[config.mk]
export PLATFORM = sky130hd
export DESIGN_NAME = assembly_token_lexer
export DESIGN_NICKNAME = d
export VERILOG_FILES = /design/src/atl_pkg.sv /design/src/atl_scan.sv /design/src/atl_token_fifo.sv /design/src/assembly_token_lexer.sv
export SDC_FILE = /design/constraint.sdc
export NUM_CORES = 2
export LEC_CHECK = 0
export BUFFER_PORTS_ARGS = -buffer_cell sky130_fd_sc_hd__buf_2
export CORE_MARGIN = 2
export CORE_UTILIZATION = 62
export CTS_CLUSTER_DIAMETER = 150
export CTS_CLUSTER_SIZE = 40
export DETAILED_ROUTE_END_ITERATION = 12
export PLACE_DENSITY = 0.78
export REMOVE_ABC_BUFFERS = 1
export SLEW_MARGIN = 20
export SYNTH_ARGS = -nofsm -noshare
export SYNTH_HDL_FRONTEND = slang
export SYNTH_SLANG_ARGS = --single-unit
export TNS_END_PERCENT = 30
[constraint.sdc]
create_clock -name clock -period 9.7 [get_ports clock]
set_clock_uncertainty 0.15 [all_clocks]
set_input_delay 1.94 -clock clock [delete_from_list [all_inputs] [get_ports clock]]
set_output_delay 1.94 -clock clock [all_outputs]
set_load 0.03 [all_outputs]
[src/atl_pkg.sv]
// Package for the assembly token lexer: scan state, token record, codes and
// character constants. No dependencies; used by every other file.
package atl_pkg;

   localparam int LEXEME_CAPACITY = 9;
   localparam int LEXEME_LIMIT_INT = (LEXEME_CAPACITY - 1 < 8) ? LEXEME_CAPACITY - 1 : 8;
   localparam logic [3:0] LEXEME_LIMIT = 4'(LEXEME_LIMIT_INT);

   localparam int FIFO_DEPTH = 4;
   localparam int FIFO_PTR_WIDTH = $clog2(FIFO_DEPTH);
   localparam int FIFO_COUNT_WIDTH = $clog2(FIFO_DEPTH + 1);

   localparam logic [7:0] REGISTER_COUNT_RESET = 8'd16;

   localparam logic [3:0] KIND_NUMBER = 4'd0;
   localparam logic [3:0] KIND_ADDRESS = 4'd1;
   localparam logic [3:0] KIND_COLON = 4'd2;
   localparam logic [3:0] KIND_COMMA = 4'd3;
   localparam logic [3:0] KIND_EOL = 4'd4;
   localparam logic [3:0] KIND_EOS = 4'd5;
   localparam logic [3:0] KIND_IDENT = 4'd6;
   localparam logic [3:0] KIND_REGISTER = 4'd7;
   localparam logic [3:0] KIND_ERROR = 4'd8;

   localparam logic [2:0] ERR_NONE = 3'd0;
   localparam logic [2:0] ERR_NUMBER_LONG = 3'd1;
   localparam logic [2:0] ERR_IDENT_LONG = 3'd2;
   localparam logic [2:0] ERR_BAD_REGISTER = 3'd3;
   localparam logic [2:0] ERR_NO_DIGIT = 3'd4;
   localparam logic [2:0] ERR_UNMATCHED = 3'd5;

   localparam logic [1:0] BASE_DEC = 2'd0;
   localparam logic [1:0] BASE_BIN = 2'd1;
   localparam logic [1:0] BASE_HEX = 2'd2;

   localparam logic [7:0] CHAR_NUL = 8'h00;
   localparam logic [7:0] CHAR_TAB = 8'h09;
   localparam logic [7:0] CHAR_NEWLINE = 8'h0A;
   localparam logic [7:0] CHAR_SPACE = 8'h20;
   localparam logic [7:0] CHAR_HASH = 8'h23;
   localparam logic [7:0] CHAR_COMMA = 8'h2C;
   localparam logic [7:0] CHAR_ZERO = 8'h30;
   localparam logic [7:0] CHAR_ONE = 8'h31;
   localparam logic [7:0] CHAR_COLON = 8'h3A;
   localparam logic [7:0] CHAR_SEMI = 8'h3B;
   localparam logic [7:0] CHAR_AT = 8'h40;
   localparam logic [7:0] CHAR_UNDERSCORE = 8'h5F;
   localparam logic [7:0] CHAR_B = 8'h62;
   localparam logic [7:0] CHAR_R = 8'h72;
   localparam logic [7:0] CHAR_X = 8'h78;

   typedef enum logic [4:0] {
      MODE_IDLE    = 5'b00001,
      MODE_COMMENT = 5'b00010,
      MODE_HASH    = 5'b00100,
      MODE_NUMBER  = 5'b01000,
      MODE_IDENT   = 5'b10000
   } scan_mode_type;

   typedef struct packed {
      scan_mode_type mode;
      logic [1:0]    base;
      logic          is_address;
      logic [31:0]   value;
      logic [63:0]   text;
      logic [3:0]    length;
      logic          reg_shape;
      logic [31:0]   line;
      logic [15:0]   column;
   } scan_state_type;

   typedef struct packed {
      logic [3:0]  kind;
      logic [62:0] value;
      logic [63:0] text;
      logic [3:0]  length;
      logic [2:0]  err_code;
      logic [31:0] line;
      logic [15:0] column;
      logic        last;
   } token_type;

endpackage

[src/atl_scan.sv]
// Per-character scan step: next scan state and up to two tokens.
// Depends on atl_pkg.
module atl_scan (
   input  atl_pkg::scan_state_type state_now,
   input  logic [7:0]              char_code,
   input  logic [7:0]              register_count,
   output atl_pkg::scan_state_type state_next,
   output atl_pkg::token_type      token_first,
   output atl_pkg::token_type      token_second,
   output logic [1:0]              token_count
);

   function automatic atl_pkg::token_type make_token(
      input logic [3:0]  kind,
      input logic [62:0] value,
      input logic [63:0] text,
      input logic [3:0]  length,
      input logic [2:0]  err_code,
      input logic [31:0] line,
      input logic [15:0] column
   );
      atl_pkg::token_type t;
      t.kind = kind;
      t.value = value;
      t.text = text;
      t.length = length;
      t.err_code = err_code;
      t.line = line;
      t.column = column;
      t.last = 1'b0;
      return t;
   endfunction

   logic        is_alpha;
   logic        is_dec;
   logic        is_ident_char;
   logic        is_hex_letter;
   logic        digit_ok;
   logic [3:0]  digit_val;
   logic [31:0] line_adv;
   logic [15:0] col_adv;
   logic [31:0] acc_scaled;
   logic [31:0] acc_next;
   logic [63:0] text_app;
   logic [3:0]  len_inc;
   logic        reg_bad;
   logic        len_full;

   atl_pkg::scan_state_type fresh_state;
   atl_pkg::scan_state_type idle_state;
   atl_pkg::token_type      idle_tok;
   logic                    idle_tok_v;
   atl_pkg::token_type      fin_tok;
   logic                    fin_v;
   atl_pkg::token_type      slot_tok;
   logic                    slot_v;

   assign is_alpha = (char_code >= 8'h61 && char_code <= 8'h7A)
                  || (char_code >= 8'h41 && char_code <= 8'h5A);
   assign is_dec = char_code >= atl_pkg::CHAR_ZERO && char_code <= 8'h39;
   assign is_ident_char = is_alpha || is_dec || char_code == atl_pkg::CHAR_UNDERSCORE;
   assign is_hex_letter = (char_code >= 8'h61 && char_code <= 8'h66)
                       || (char_code >= 8'h41 && char_code <= 8'h46);
   assign len_full = state_now.length >= atl_pkg::LEXEME_LIMIT;

   always_comb begin
      digit_val = char_code[3:0];
      digit_ok = is_dec;
      if (state_now.base == atl_pkg::BASE_BIN) begin
         digit_ok = char_code == atl_pkg::CHAR_ZERO || char_code == atl_pkg::CHAR_ONE;
      end else if (state_now.base == atl_pkg::BASE_HEX && is_hex_letter) begin
         digit_ok = 1'b1;
         digit_val = char_code[3:0] + 4'd9;
      end
   end

   always_comb begin
      case (state_now.base)
         atl_pkg::BASE_BIN: acc_scaled = {state_now.value[30:0], 1'b0};
         atl_pkg::BASE_HEX: acc_scaled = {state_now.value[27:0], 4'b0000};
         default:           acc_scaled = {state_now.value[28:0], 3'b000}
                                        + {state_now.value[30:0], 1'b0};
      endcase
      acc_next = acc_scaled + {28'd0, digit_val};
   end

   always_comb begin
      text_app = state_now.text;
      for (int i = 0; i < 8; i++) begin
         if (state_now.length[2:0] == 3'(i)) begin
            text_app[i*8 +: 8] = state_now.text[i*8 +: 8] | char_code;
         end
      end
      len_inc = state_now.length + 4'd1;
   end

   always_comb begin
      line_adv = state_now.line;
      col_adv = (state_now.column == 16'hFFFF) ? state_now.column : state_now.column + 16'd1;
      if (char_code == atl_pkg::CHAR_NEWLINE) begin
         if (state_now.line != 32'hFFFF_FFFF) begin
            line_adv = state_now.line + 32'd1;
         end
         col_adv = 16'd1;
      end
   end

   always_comb begin
      fresh_state.mode = atl_pkg::MODE_IDLE;
      fresh_state.base = atl_pkg::BASE_DEC;
      fresh_state.is_address = 1'b0;
      fresh_state.value = 32'd0;
      fresh_state.text = 64'd0;
      fresh_state.length = 4'd0;
      fresh_state.reg_shape = 1'b0;
      fresh_state.line = line_adv;
      fresh_state.column = col_adv;
   end

   always_comb begin
      idle_state = fresh_state;
      idle_tok_v = 1'b1;
      idle_tok = make_token(atl_pkg::KIND_ERROR, 63'd0, 64'd0, 4'd0, atl_pkg::ERR_UNMATCHED,
                            line_adv, col_adv);
      unique case (char_code)
         atl_pkg::CHAR_SPACE, atl_pkg::CHAR_TAB: idle_tok_v = 1'b0;
         atl_pkg::CHAR_SEMI: begin
            idle_tok_v = 1'b0;
            idle_state.mode = atl_pkg::MODE_COMMENT;
         end
         atl_pkg::CHAR_HASH: begin
            idle_tok_v = 1'b0;
            idle_state.mode = atl_pkg::MODE_HASH;
         end
         atl_pkg::CHAR_AT: begin
            idle_tok_v = 1'b0;
            idle_state.mode = atl_pkg::MODE_NUMBER;
            idle_state.base = atl_pkg::BASE_HEX;
            idle_state.is_address = 1'b1;
         end
         atl_pkg::CHAR_COLON:   idle_tok.kind = atl_pkg::KIND_COLON;
         atl_pkg::CHAR_COMMA:   idle_tok.kind = atl_pkg::KIND_COMMA;
         atl_pkg::CHAR_NEWLINE: idle_tok.kind = atl_pkg::KIND_EOL;
         atl_pkg::CHAR_NUL:     idle_tok.kind = atl_pkg::KIND_EOS;
         default: begin
            if (is_alpha || char_code == atl_pkg::CHAR_UNDERSCORE) begin
               idle_tok_v = 1'b0;
               idle_state.mode = atl_pkg::MODE_IDENT;
               idle_state.reg_shape = char_code == atl_pkg::CHAR_R;
               idle_state.text = {56'd0, char_code};
               idle_state.length = 4'd1;
            end
         end
      endcase
      if (idle_tok.kind != atl_pkg::KIND_ERROR) begin
         idle_tok.err_code = atl_pkg::ERR_NONE;
      end
   end

   assign reg_bad = state_now.value >= {24'd0, register_count};

   always_comb begin
      state_next = state_now;
      state_next.line = line_adv;
      state_next.column = col_adv;
      fin_v = 1'b0;
      fin_tok = make_token(atl_pkg::KIND_IDENT, 63'd0, state_now.text, state_now.length,
                           atl_pkg::ERR_NONE, state_now.line, state_now.column);
      slot_v = 1'b0;
      slot_tok = idle_tok;
      unique case (state_now.mode)
         atl_pkg::MODE_COMMENT: begin
            if (char_code == atl_pkg::CHAR_NEWLINE || char_code == atl_pkg::CHAR_NUL) begin
               state_next = idle_state;
               slot_v = idle_tok_v;
            end
         end
         atl_pkg::MODE_HASH: begin
            if (char_code == atl_pkg::CHAR_X || char_code == atl_pkg::CHAR_B) begin
               state_next.mode = atl_pkg::MODE_NUMBER;
               state_next.base = (char_code == atl_pkg::CHAR_X) ? atl_pkg::BASE_HEX
                                                                 : atl_pkg::BASE_BIN;
            end else if (is_dec) begin
               state_next.mode = atl_pkg::MODE_NUMBER;
               state_next.base = atl_pkg::BASE_DEC;
               state_next.value = acc_next;
               state_next.text = text_app;
               state_next.length = len_inc;
            end else begin
               state_next = fresh_state;
               slot_v = 1'b1;
               slot_tok = make_token(atl_pkg::KIND_ERROR, 63'd0, 64'd0, 4'd0,
                                     atl_pkg::ERR_NO_DIGIT, line_adv, col_adv);
            end
         end
         atl_pkg::MODE_NUMBER: begin
            if (digit_ok) begin
               if (len_full) begin
                  state_next = fresh_state;
                  slot_v = 1'b1;
                  slot_tok = make_token(atl_pkg::KIND_ERROR, 63'd0, state_now.text,
                                        state_now.length, atl_pkg::ERR_NUMBER_LONG,
                                        line_adv, col_adv);
               end else begin
                  state_next.value = acc_next;
                  state_next.text = text_app;
                  state_next.length = len_inc;
               end
            end else begin
               fin_v = 1'b1;
               fin_tok.kind = state_now.is_address ? atl_pkg::KIND_ADDRESS
                                                   : atl_pkg::KIND_NUMBER;
               fin_tok.value = {31'd0, state_now.value};
               state_next = idle_state;
               slot_v = idle_tok_v;
            end
         end
         atl_pkg::MODE_IDENT: begin
            if (is_ident_char) begin
               if (len_full) begin
                  state_next = fresh_state;
                  slot_v = 1'b1;
                  slot_tok = make_token(atl_pkg::KIND_ERROR, 63'd0, state_now.text,
                                        state_now.length, atl_pkg::ERR_IDENT_LONG,
                                        line_adv, col_adv);
               end else begin
                  state_next.reg_shape = state_now.reg_shape && is_dec;
                  state_next.value = acc_next;
                  state_next.text = text_app;
                  state_next.length = len_inc;
               end
            end else begin
               fin_v = 1'b1;
               if (state_now.reg_shape) begin
                  if (reg_bad) begin
                     fin_tok.kind = atl_pkg::KIND_ERROR;
                     fin_tok.err_code = atl_pkg::ERR_BAD_REGISTER;
                  end else begin
                     fin_tok.kind = atl_pkg::KIND_REGISTER;
                     fin_tok.value = {31'd0, state_now.value};
                  end
               end
               state_next = idle_state;
               slot_v = idle_tok_v;
            end
         end
         default: begin
            state_next = idle_state;
            slot_v = idle_tok_v;
         end
      endcase
   end

   always_comb begin
      if (fin_v) begin
         token_first = fin_tok;
         token_first.last = !slot_v;
         token_second = slot_tok;
         token_second.last = 1'b1;
         token_count = slot_v ? 2'd2 : 2'd1;
      end else begin
         token_first = slot_tok;
         token_first.last = 1'b1;
         token_second = slot_tok;
         token_count = slot_v ? 2'd1 : 2'd0;
      end
   end

endmodule

[src/atl_token_fifo.sv]
// Four-entry token queue taking up to two items per cycle and giving one.
// Depends on atl_pkg.
module atl_token_fifo (
   input  logic               clock,
   input  logic               reset,
   input  logic [1:0]         push_count,
   input  atl_pkg::token_type push_first,
   input  atl_pkg::token_type push_second,
   input  logic               pop,
   output atl_pkg::token_type head_token,
   output logic               not_empty,
   output logic               room_for_two
);

   atl_pkg::token_type entries_ff [atl_pkg::FIFO_DEPTH];

   logic [atl_pkg::FIFO_PTR_WIDTH-1:0]   head_ff, head_in;
   logic [atl_pkg::FIFO_PTR_WIDTH-1:0]   tail_ff, tail_in;
   logic [atl_pkg::FIFO_PTR_WIDTH-1:0]   tail_plus_one;
   logic [atl_pkg::FIFO_COUNT_WIDTH-1:0] count_ff, count_in;

   assign tail_plus_one = tail_ff + atl_pkg::FIFO_PTR_WIDTH'(1);

   always_comb begin
      head_in = pop ? head_ff + atl_pkg::FIFO_PTR_WIDTH'(1) : head_ff;
      tail_in = tail_ff + atl_pkg::FIFO_PTR_WIDTH'(push_count);
      count_in = count_ff + atl_pkg::FIFO_COUNT_WIDTH'(push_count)
               - atl_pkg::FIFO_COUNT_WIDTH'(pop);
   end

   always_ff @(posedge clock) begin
      if (reset) begin
         head_ff <= '0;
         tail_ff <= '0;
         count_ff <= '0;
      end else begin
         head_ff <= head_in;
         tail_ff <= tail_in;
         count_ff <= count_in;
      end
   end

   always_ff @(posedge clock) begin
      if (push_count != 2'd0) begin
         entries_ff[tail_ff] <= push_first;
      end
      if (push_count == 2'd2) begin
         entries_ff[tail_plus_one] <= push_second;
      end
   end

   assign head_token = entries_ff[head_ff];
   assign not_empty = count_ff != '0;
   assign room_for_two = count_ff <= atl_pkg::FIFO_COUNT_WIDTH'(atl_pkg::FIFO_DEPTH - 2);

endmodule

[src/assembly_token_lexer.sv]
// Assembly token lexer top level: one ASCII character per item in, tokens out.
// A character accepted is registered, then scanned, and its tokens are written into the token queue.
// Throughput: one character per cycle; a character that ends a lexeme and is itself
// a token gives two tokens, one per cycle, and the four-entry token queue sets
// when input stalls. Synchronous reset: idle scan state, line and column 1,
// register count 16, empty queue.
module assembly_token_lexer (
   input  logic        clock,
   input  logic        reset,
   input  logic        req_valid,
   output logic        req_ready,
   input  logic [7:0]  req_char_code,
   output logic        rsp_valid,
   input  logic        rsp_ready,
   output logic [3:0]  rsp_token_kind,
   output logic [62:0] rsp_token_value,
   output logic [63:0] rsp_lexeme_text,
   output logic [3:0]  rsp_lexeme_length,
   output logic [2:0]  rsp_error_code,
   output logic [31:0] rsp_line_number,
   output logic [15:0] rsp_column_number,
   output logic        rsp_last_of_run,
   input  logic        csr_write_enable,
   input  logic [7:0]  csr_write_data
);

   logic       char_valid_ff, char_valid_in;
   logic [7:0] char_ff;
   logic [7:0] reg_count_ff;
   logic       step_fire;
   logic       room_for_two;
   logic [1:0] token_count;
   logic [1:0] push_count;

   atl_pkg::scan_state_type state_ff, state_in, state_reset, state_step;
   atl_pkg::token_type      token_first, token_second, head_token;

   always_comb begin
      state_reset.mode = atl_pkg::MODE_IDLE;
      state_reset.base = atl_pkg::BASE_DEC;
      state_reset.is_address = 1'b0;
      state_reset.value = 32'd0;
      state_reset.text = 64'd0;
      state_reset.length = 4'd0;
      state_reset.reg_shape = 1'b0;
      state_reset.line = 32'd1;
      state_reset.column = 16'd1;
   end

   assign step_fire = char_valid_ff && room_for_two;
   assign req_ready = !char_valid_ff || step_fire;
   assign push_count = step_fire ? token_count : 2'd0;

   always_comb begin
      char_valid_in = char_valid_ff;
      if (req_valid && req_ready) begin
         char_valid_in = 1'b1;
      end else if (step_fire) begin
         char_valid_in = 1'b0;
      end
      state_in = step_fire ? state_step : state_ff;
   end

   atl_scan u_scan (
      .state_now      (state_ff),
      .char_code      (char_ff),
      .register_count (reg_count_ff),
      .state_next     (state_step),
      .token_first    (token_first),
      .token_second   (token_second),
      .token_count    (token_count)
   );

   always_ff @(posedge clock) begin
      if (reset) begin
         char_valid_ff <= 1'b0;
         state_ff <= state_reset;
         reg_count_ff <= atl_pkg::REGISTER_COUNT_RESET;
      end else begin
         char_valid_ff <= char_valid_in;
         state_ff <= state_in;
         if (csr_write_enable) begin
            reg_count_ff <= csr_write_data;
         end
      end
   end

   // hold the character while the queue lacks room
   always_ff @(posedge clock) begin
      if (req_valid && req_ready) begin
         char_ff <= req_char_code;
      end
   end

   atl_token_fifo u_token_fifo (
      .clock        (clock),
      .reset        (reset),
      .push_count   (push_count),
      .push_first   (token_first),
      .push_second  (token_second),
      .pop          (rsp_valid && rsp_ready),
      .head_token   (head_token),
      .not_empty    (rsp_valid),
      .room_for_two (room_for_two)
   );

   assign rsp_token_kind = head_token.kind;
   assign rsp_token_value = head_token.value;
   assign rsp_lexeme_text = head_token.text;
   assign rsp_lexeme_length = head_token.length;
   assign rsp_error_code = head_token.err_code;
   assign rsp_line_number = head_token.line;
   assign rsp_column_number = head_token.column;
   assign rsp_last_of_run = head_token.last;

endmodule

; Word level (Yosys, flattened, before mapping)
; Memory sizes are Yosys's and may differ from the RTL's. A register that Yosys moved wholly into a read port is not among the register bits.
; Index checks and enable logic that the tools add are counted.
[word_totals]
regBits = 181
ram_bits = 748
inputBits = 21
out_inout_bits = 189
word_cells = 198
mem_count = 1
[mem_list]
columns = name, words, width, read_ports, rd_ports_with_merged_regs, wr, line_no
row1 = u_token_fifo.entries_ff, 4, 187, 1, 1, 2, atl_token_fifo.sv:15  ; atl_pkg::token_type entries_ff [atl_pkg::FIFO_DEPTH];
[classes]
n_addsub = 11
magnitude_cmp = 11
eq_ne = 35
mux = 83
bitwise_logic = 8
n_reduce_logical = 34
[ops]
columns = cell, count
row1 = 187-bit two-way mux, 7
row2 = 157-bit case mux with 4 select lines, 1
row3 = 187-bit case mux with 3 select lines, 1
row4 = 157-bit two-way mux, 3
row5 = 67-bit two-way mux, 3
row6 = 100-bit two-way mux, 2
row7 = 150-bit two-way mux, 1
row8 = 67-bit case mux with 2 select lines, 1
row9 = 101-bit two-way mux, 1
row10 = 49-bit two-way mux, 2
row11 = 32-bit two-way mux, 3
row12 = 8-bit two-way mux, 9
row13 = 69-bit two-way mux, 1
row14 = 8-bit OR, 8
row15 = 32-bit case mux with 2 select lines, 1
row16 = "8-bit by 6-bit == test with 1-bit output, second input constant", 7
row17 = "8-bit by 7-bit == test with 1-bit output, second input constant", 5
row18 = "32-bit by 1-bit adder with 32-bit output, second input constant", 1
row19 = 32-bit adder, 1
row20 = 32-bit by 4-bit adder with 32-bit output, 1
row21 = 32-bit by 8-bit >= comparator with 1-bit output, 1
row22 = "8-bit by 7-bit less-or-equal comparator with 1-bit output, second input constant", 4
row23 = 16-bit two-way mux, 2
row24 = "32-bit != test, second input constant", 1
row25 = 53 further kinds, 115

; Longest topological paths before layout
[logic_depth]
ltp_word = 14
ltp_mapped = 24
ltp_nobuf = 18

; Modules after synthesis
; A second synthesis with hierarchy kept.
[hier_totals]
hier_cells = 4131
hier_area_um2 = 53495.1
[by_module_without_submodules]
columns = mod, n_inst, cells_each, area_each_um2, seq_area_each_um2
row1 = atl_token_fifo, 1, 1856, 36356.1, 22641.7
row2 = atl_scan, 1, 1520, 9440.3, 0.0
row3 = assembly_token_lexer, 1, 755, 7698.6, 3563.4

; Worst setup path before layout
; OpenSTA, ideal clock, no wires.
[synth_path]
kind = register -> register
startpoint = register char_ff[0]
endpoint = memory u_token_fifo.entries_ff[2][0] in the netlist's numbering, enable pin
setup_time_ns = 0.476
t_arrival_ns = 6.820
required_ns = 9.074
path_slack_ns = 2.254
path_stages_with_launch = 21
n_path_buf = 7
synth_period_minus_slack_ns = 7.446
path_cell_list = edfxtp_1 clkbuf_1 inv_1 ha_1 or3b_1 o21a_1 a221o_1 nor4_2 nor2_2 inv_2 buf_4 buf_2 buf_2 ha_1 o21ai_1 or3b_2 clkbuf_1 and2_0 clkbuf_1 clkbuf_1 inv_1
[synth_lines]
columns = item, line_no
row1 = start: declaration, assembly_token_lexer.sv:28  ; logic [7:0] char_ff;
row2 = start signal: assignment, assembly_token_lexer.sv:91  ; char_ff <= req_char_code;
row3 = end: declaration, atl_token_fifo.sv:15

==> flow_metrics.tcl <==
set metrics [dict create \
    status "finished clean" \
    cts_hold_buffers 0 \
    globalplace.congestion 0.9166 \
    area_growth_pct 4.521 \
    cts_buffer_depth 3 \
    wirelength_mm 104.9 \
    worst_path_max_delay_cell "inv_6" \
    critical-path-max-stage-delay_ns 0.71 \
    crit_chain "inv_1 > ha_1 > or3b_1 > o21a_1 > a221o_1 > nor4_2 > nor2_2 > buf_4 > inv_2 > ha_1 > nand2_1 > nor2_1 > nand3b_1 > and2_2 > buf_4 > inv_6 > buf_4" \
    crit_required_ns 9.84 \
    grt_pass1_wl_mm 162.7 \
    synth_top_family_by_area "compound AO/OA/AOI/OAI gates" \
    cap_violations 0 \
    async_reset_ff_share_pct 0 \
    crit_arrival_ns 7.66 \
    synth_xor_area_share_pct 1.689 \
    rows 93 \
    grt_pass1_vias 28240 \
    core_um2 64120 \
    nets 3494 \
    critical_path_cell_count 17 \
    max-vdd-ir-drop_uv 183.1 \
    setup_viol 0 \
    cts-root-buf "clkbuf_16" \
    hold_slack_ns 0.3443 \
    worstSetupEndpointType "flop" \
    initial_core_util_pct 62.29 \
    synth_top_cell_area_share_pct 37.89 \
    die_area_um2 66460 \
    hold_depth 1 \
    slew_headroom_pct 25.81 \
    io_buffers 178 \
    yosysUniqueCellTypes 102 \
    antenna_found_initial 3 \
    crit_top_cell "buf_4" \
    wl_per_cell_um 24.48 \
    grt_overflow 0 \
    synth_compound_area_share_pct 15.36 \
    yosys.area_share.simple_pct 14.14 \
    finalHoldViolCount 0 \
    ys_ff_latch 807 \
    die_w_um 257.8 \
    start_kind "flop" \
    cts_resized 0 \
    syn_area_per_cell_um2 11.49 \
    drive_above_1_share_pct 14.23 \
    synthMuxAreaShare_pct 9.405 \
    clock-sinks 807 \
    grt_use_total_pct 30.89 \
    dr.first_iter.drc_count 3530 \
    worstMarginPinSlew_ns 1.097 \
    ys.flop_type "edfxtp_1" \
    htreeDepth 1 \
    finalSetupTns_ns 0 \
    dpl-instance-area_um2 41000 \
    fin_crit_sh_pct 77.52 \
    r2r_slack_ns 2.18 \
    yosysWarnings 0 \
    drt-vias-per-instance 6.753 \
    numCtsBuffers 24 \
    firstDrtPassIters 6 \
    worstSetupPathType "flop to flop" \
    met3_usage_pct 4.338 \
    reg2reg_depth 17 \
    io_pins 210 \
    critical_path.max_fanout 81 \
    drcViolationCount 0 \
    path_buf_inv 6 \
    hpwl_mm 65.00 \
    gr-max-usage-layer "met2" \
    final_area_um2 41740 \
    post-synth-top-area-cell "edfxtp_1" \
    power.density_nw_per_um2 169.0 \
    insertion_delay_ns 0.65 \
    slew_viol_final 0 \
    via_count 28930 \
    synthTopCellsByArea "edfxtp_1, dfxtp_1, mux4_2" \
    path_delay_family "buffers and inverters" \
    synthAdderAreaFrac_pct 1.967 \
    synth_area_um2 39940 \
    postSynthCellCount 3477 \
    clk_pin_slew_worst_paths_ns 0.14 \
    gr-usage-met2_pct 50.75 \
    die_y_um 257.8 \
    grtUsageMet1_pct 43.03 \
    yosysSeqAreaShare_pct 53.08 \
    rsz0062_at_grt "no" \
    max_clock_freq_mhz 133.0 \
    cts_tree "built" \
    hold_path_class "flop to flop" \
    antenna_left 0 \
    postCtsSetupBuffers 0 \
    period_minus_slack_ns 7.519 \
    grt_max_degree 91 \
    synth_edf_count 504 \
    leakage_nw 14.11 \
    diodes 0 \
    fill_cells 4754 \
]
-- stage by stage --
step | util, % | power [mW] | cells | setup WS [ns]
after floorplan | - | 5.186 | 3156 | 0.1584
after global placement | 63.95 | 5.611 | 4240 | 2.651
after detailed placement | 63.95 | 5.638 | 4240 | 2.436
after CTS | 65.08 | 7.062 | 4283 | 2.353
after global routing | 65.11 | 7.261 | 4284 | 1.901
final | 65.11 | 7.053 | 4284 | 2.181
-- final cells by class --
| type | count | area, µm² | area share, % |
|---|---|---|---|
| multi-input cells | 2303 | 17240 | 41.31 |
| repair buffers | 230 | 1308 | 3.132 |
| inverters | 46 | 192.7 | 0.4616 |
| clock inverters | 3 | 62.56 | 0.1499 |
| flip-flops and latches | 807 | 21210 | 50.80 |
| clock buffers | 40 | 660.6 | 1.583 |
| well taps | 855 | 1070 | 2.563 |
-- placed cells by master, fill, tap and decap left out, drive strengths merged, types with 33 or more instances in the layout --
cell type,count
buf,230
and3,50
xor2,46
edfxtp,504
nand3,63
nand2,261
a22oi,84
and2,289
clkbuf,40
a311oi,33
o22ai,33
a21oi,155
a22o,179
inv,45
o31ai,56
o21ai,193
mux4,156
nor3,37
nor2,222
ha,58
dfxtp,303
-- cell families (layout without fill, tap and decap cells) --
| family | count (synthesis) | in the layout |
|---|---|---|
| AO/OA/AOI/OAI | 884 | 884 |
| XOR/XNOR | 77 | 77 |
| adder cells (fa/ha/maj) | 61 | 61 |
| buffers and inverters | 397 | 319 |
| flip-flops | 807 | 807 |
| multiplexers | 180 | 180 |
| other | 1 | 31 |
| AND/OR/NAND/NOR | 1070 | 1070 |
-- cell usage after synthesis (all sizes together), types with 10 or more instances --
cell type	count
ha	58
buf	139
o22ai	33
a22o	179
xnor2	31
o21ai	193
nand3	63
edfxtp	504
and2	289
or3	20
nor2	222
and3	50
inv	45
a21oi	155
o211ai	15
a211oi	29
nand2	261
dfxtp	303
mux2i	22
and4	12
mux4	156
nand2b	23
nor4b	10
a311oi	33
xor2	46
nor4	15
a221oi	15
a21o	18
nand4	26
clkbuf	212
a22oi	84
o31ai	56
nor2b	11
nor3	37
-- registers in the layout, summed over array words and instances (netlist names), named ones only --
register / count
char_ff: 8
char_valid_ff: 1
reg_count_ff: 8
state_ff: 157
u_token_fifo.count_ff: 3
u_token_fifo.entries_ff: 624
u_token_fifo.head_ff: 2
u_token_fifo.tail_ff: 2
-- report_power, final --
group	internal (mW)	leakage, nW	switching [mW]	total [mW]
registers	3.72	6.91	0.116	3.84
clock network	0.488	0.340	1.01	1.50
logic	0.607	6.85	1.11	1.72
total	4.82	14.1	2.23	7.05
-- worst reg2reg max path: stages, from the launching register on --
cell and delay [ns]:
edfxtp_1 0.70, inv_1 0.22, ha_1 0.33, or3b_1 0.44, o21a_1 0.19, a221o_1 0.34, nor4_2 0.39, nor2_2 0.06
buf_4 0.28, inv_2 0.61, ha_1 0.41, nand2_1 0.20, nor2_1 0.45, nand3b_1 0.43, and2_2 0.36, buf_4 0.30
inv_6 0.72, buf_4 0.57
-- worst paths after layout --
check	endpoint	from
worst min-delay path	u_token_fifo.entries_ff[1][151]	u_token_fifo.entries_ff[1][151]
worst max-delay path	u_token_fifo.entries_ff[2][103]	char_ff[1]
worst min register to register	u_token_fifo.entries_ff[1][151]	u_token_fifo.entries_ff[1][151]
worst max register to register	u_token_fifo.entries_ff[2][103]	char_ff[1]
-- layer usage --
metal	vias to the layer above	share of wire, %
met1	14340	40
li1	12830	-
met5	-	0.020
met3	215	9.1
met2	1550	48
met4	4	3.0
Note: power is estimated with default switching activity, not from simulation.
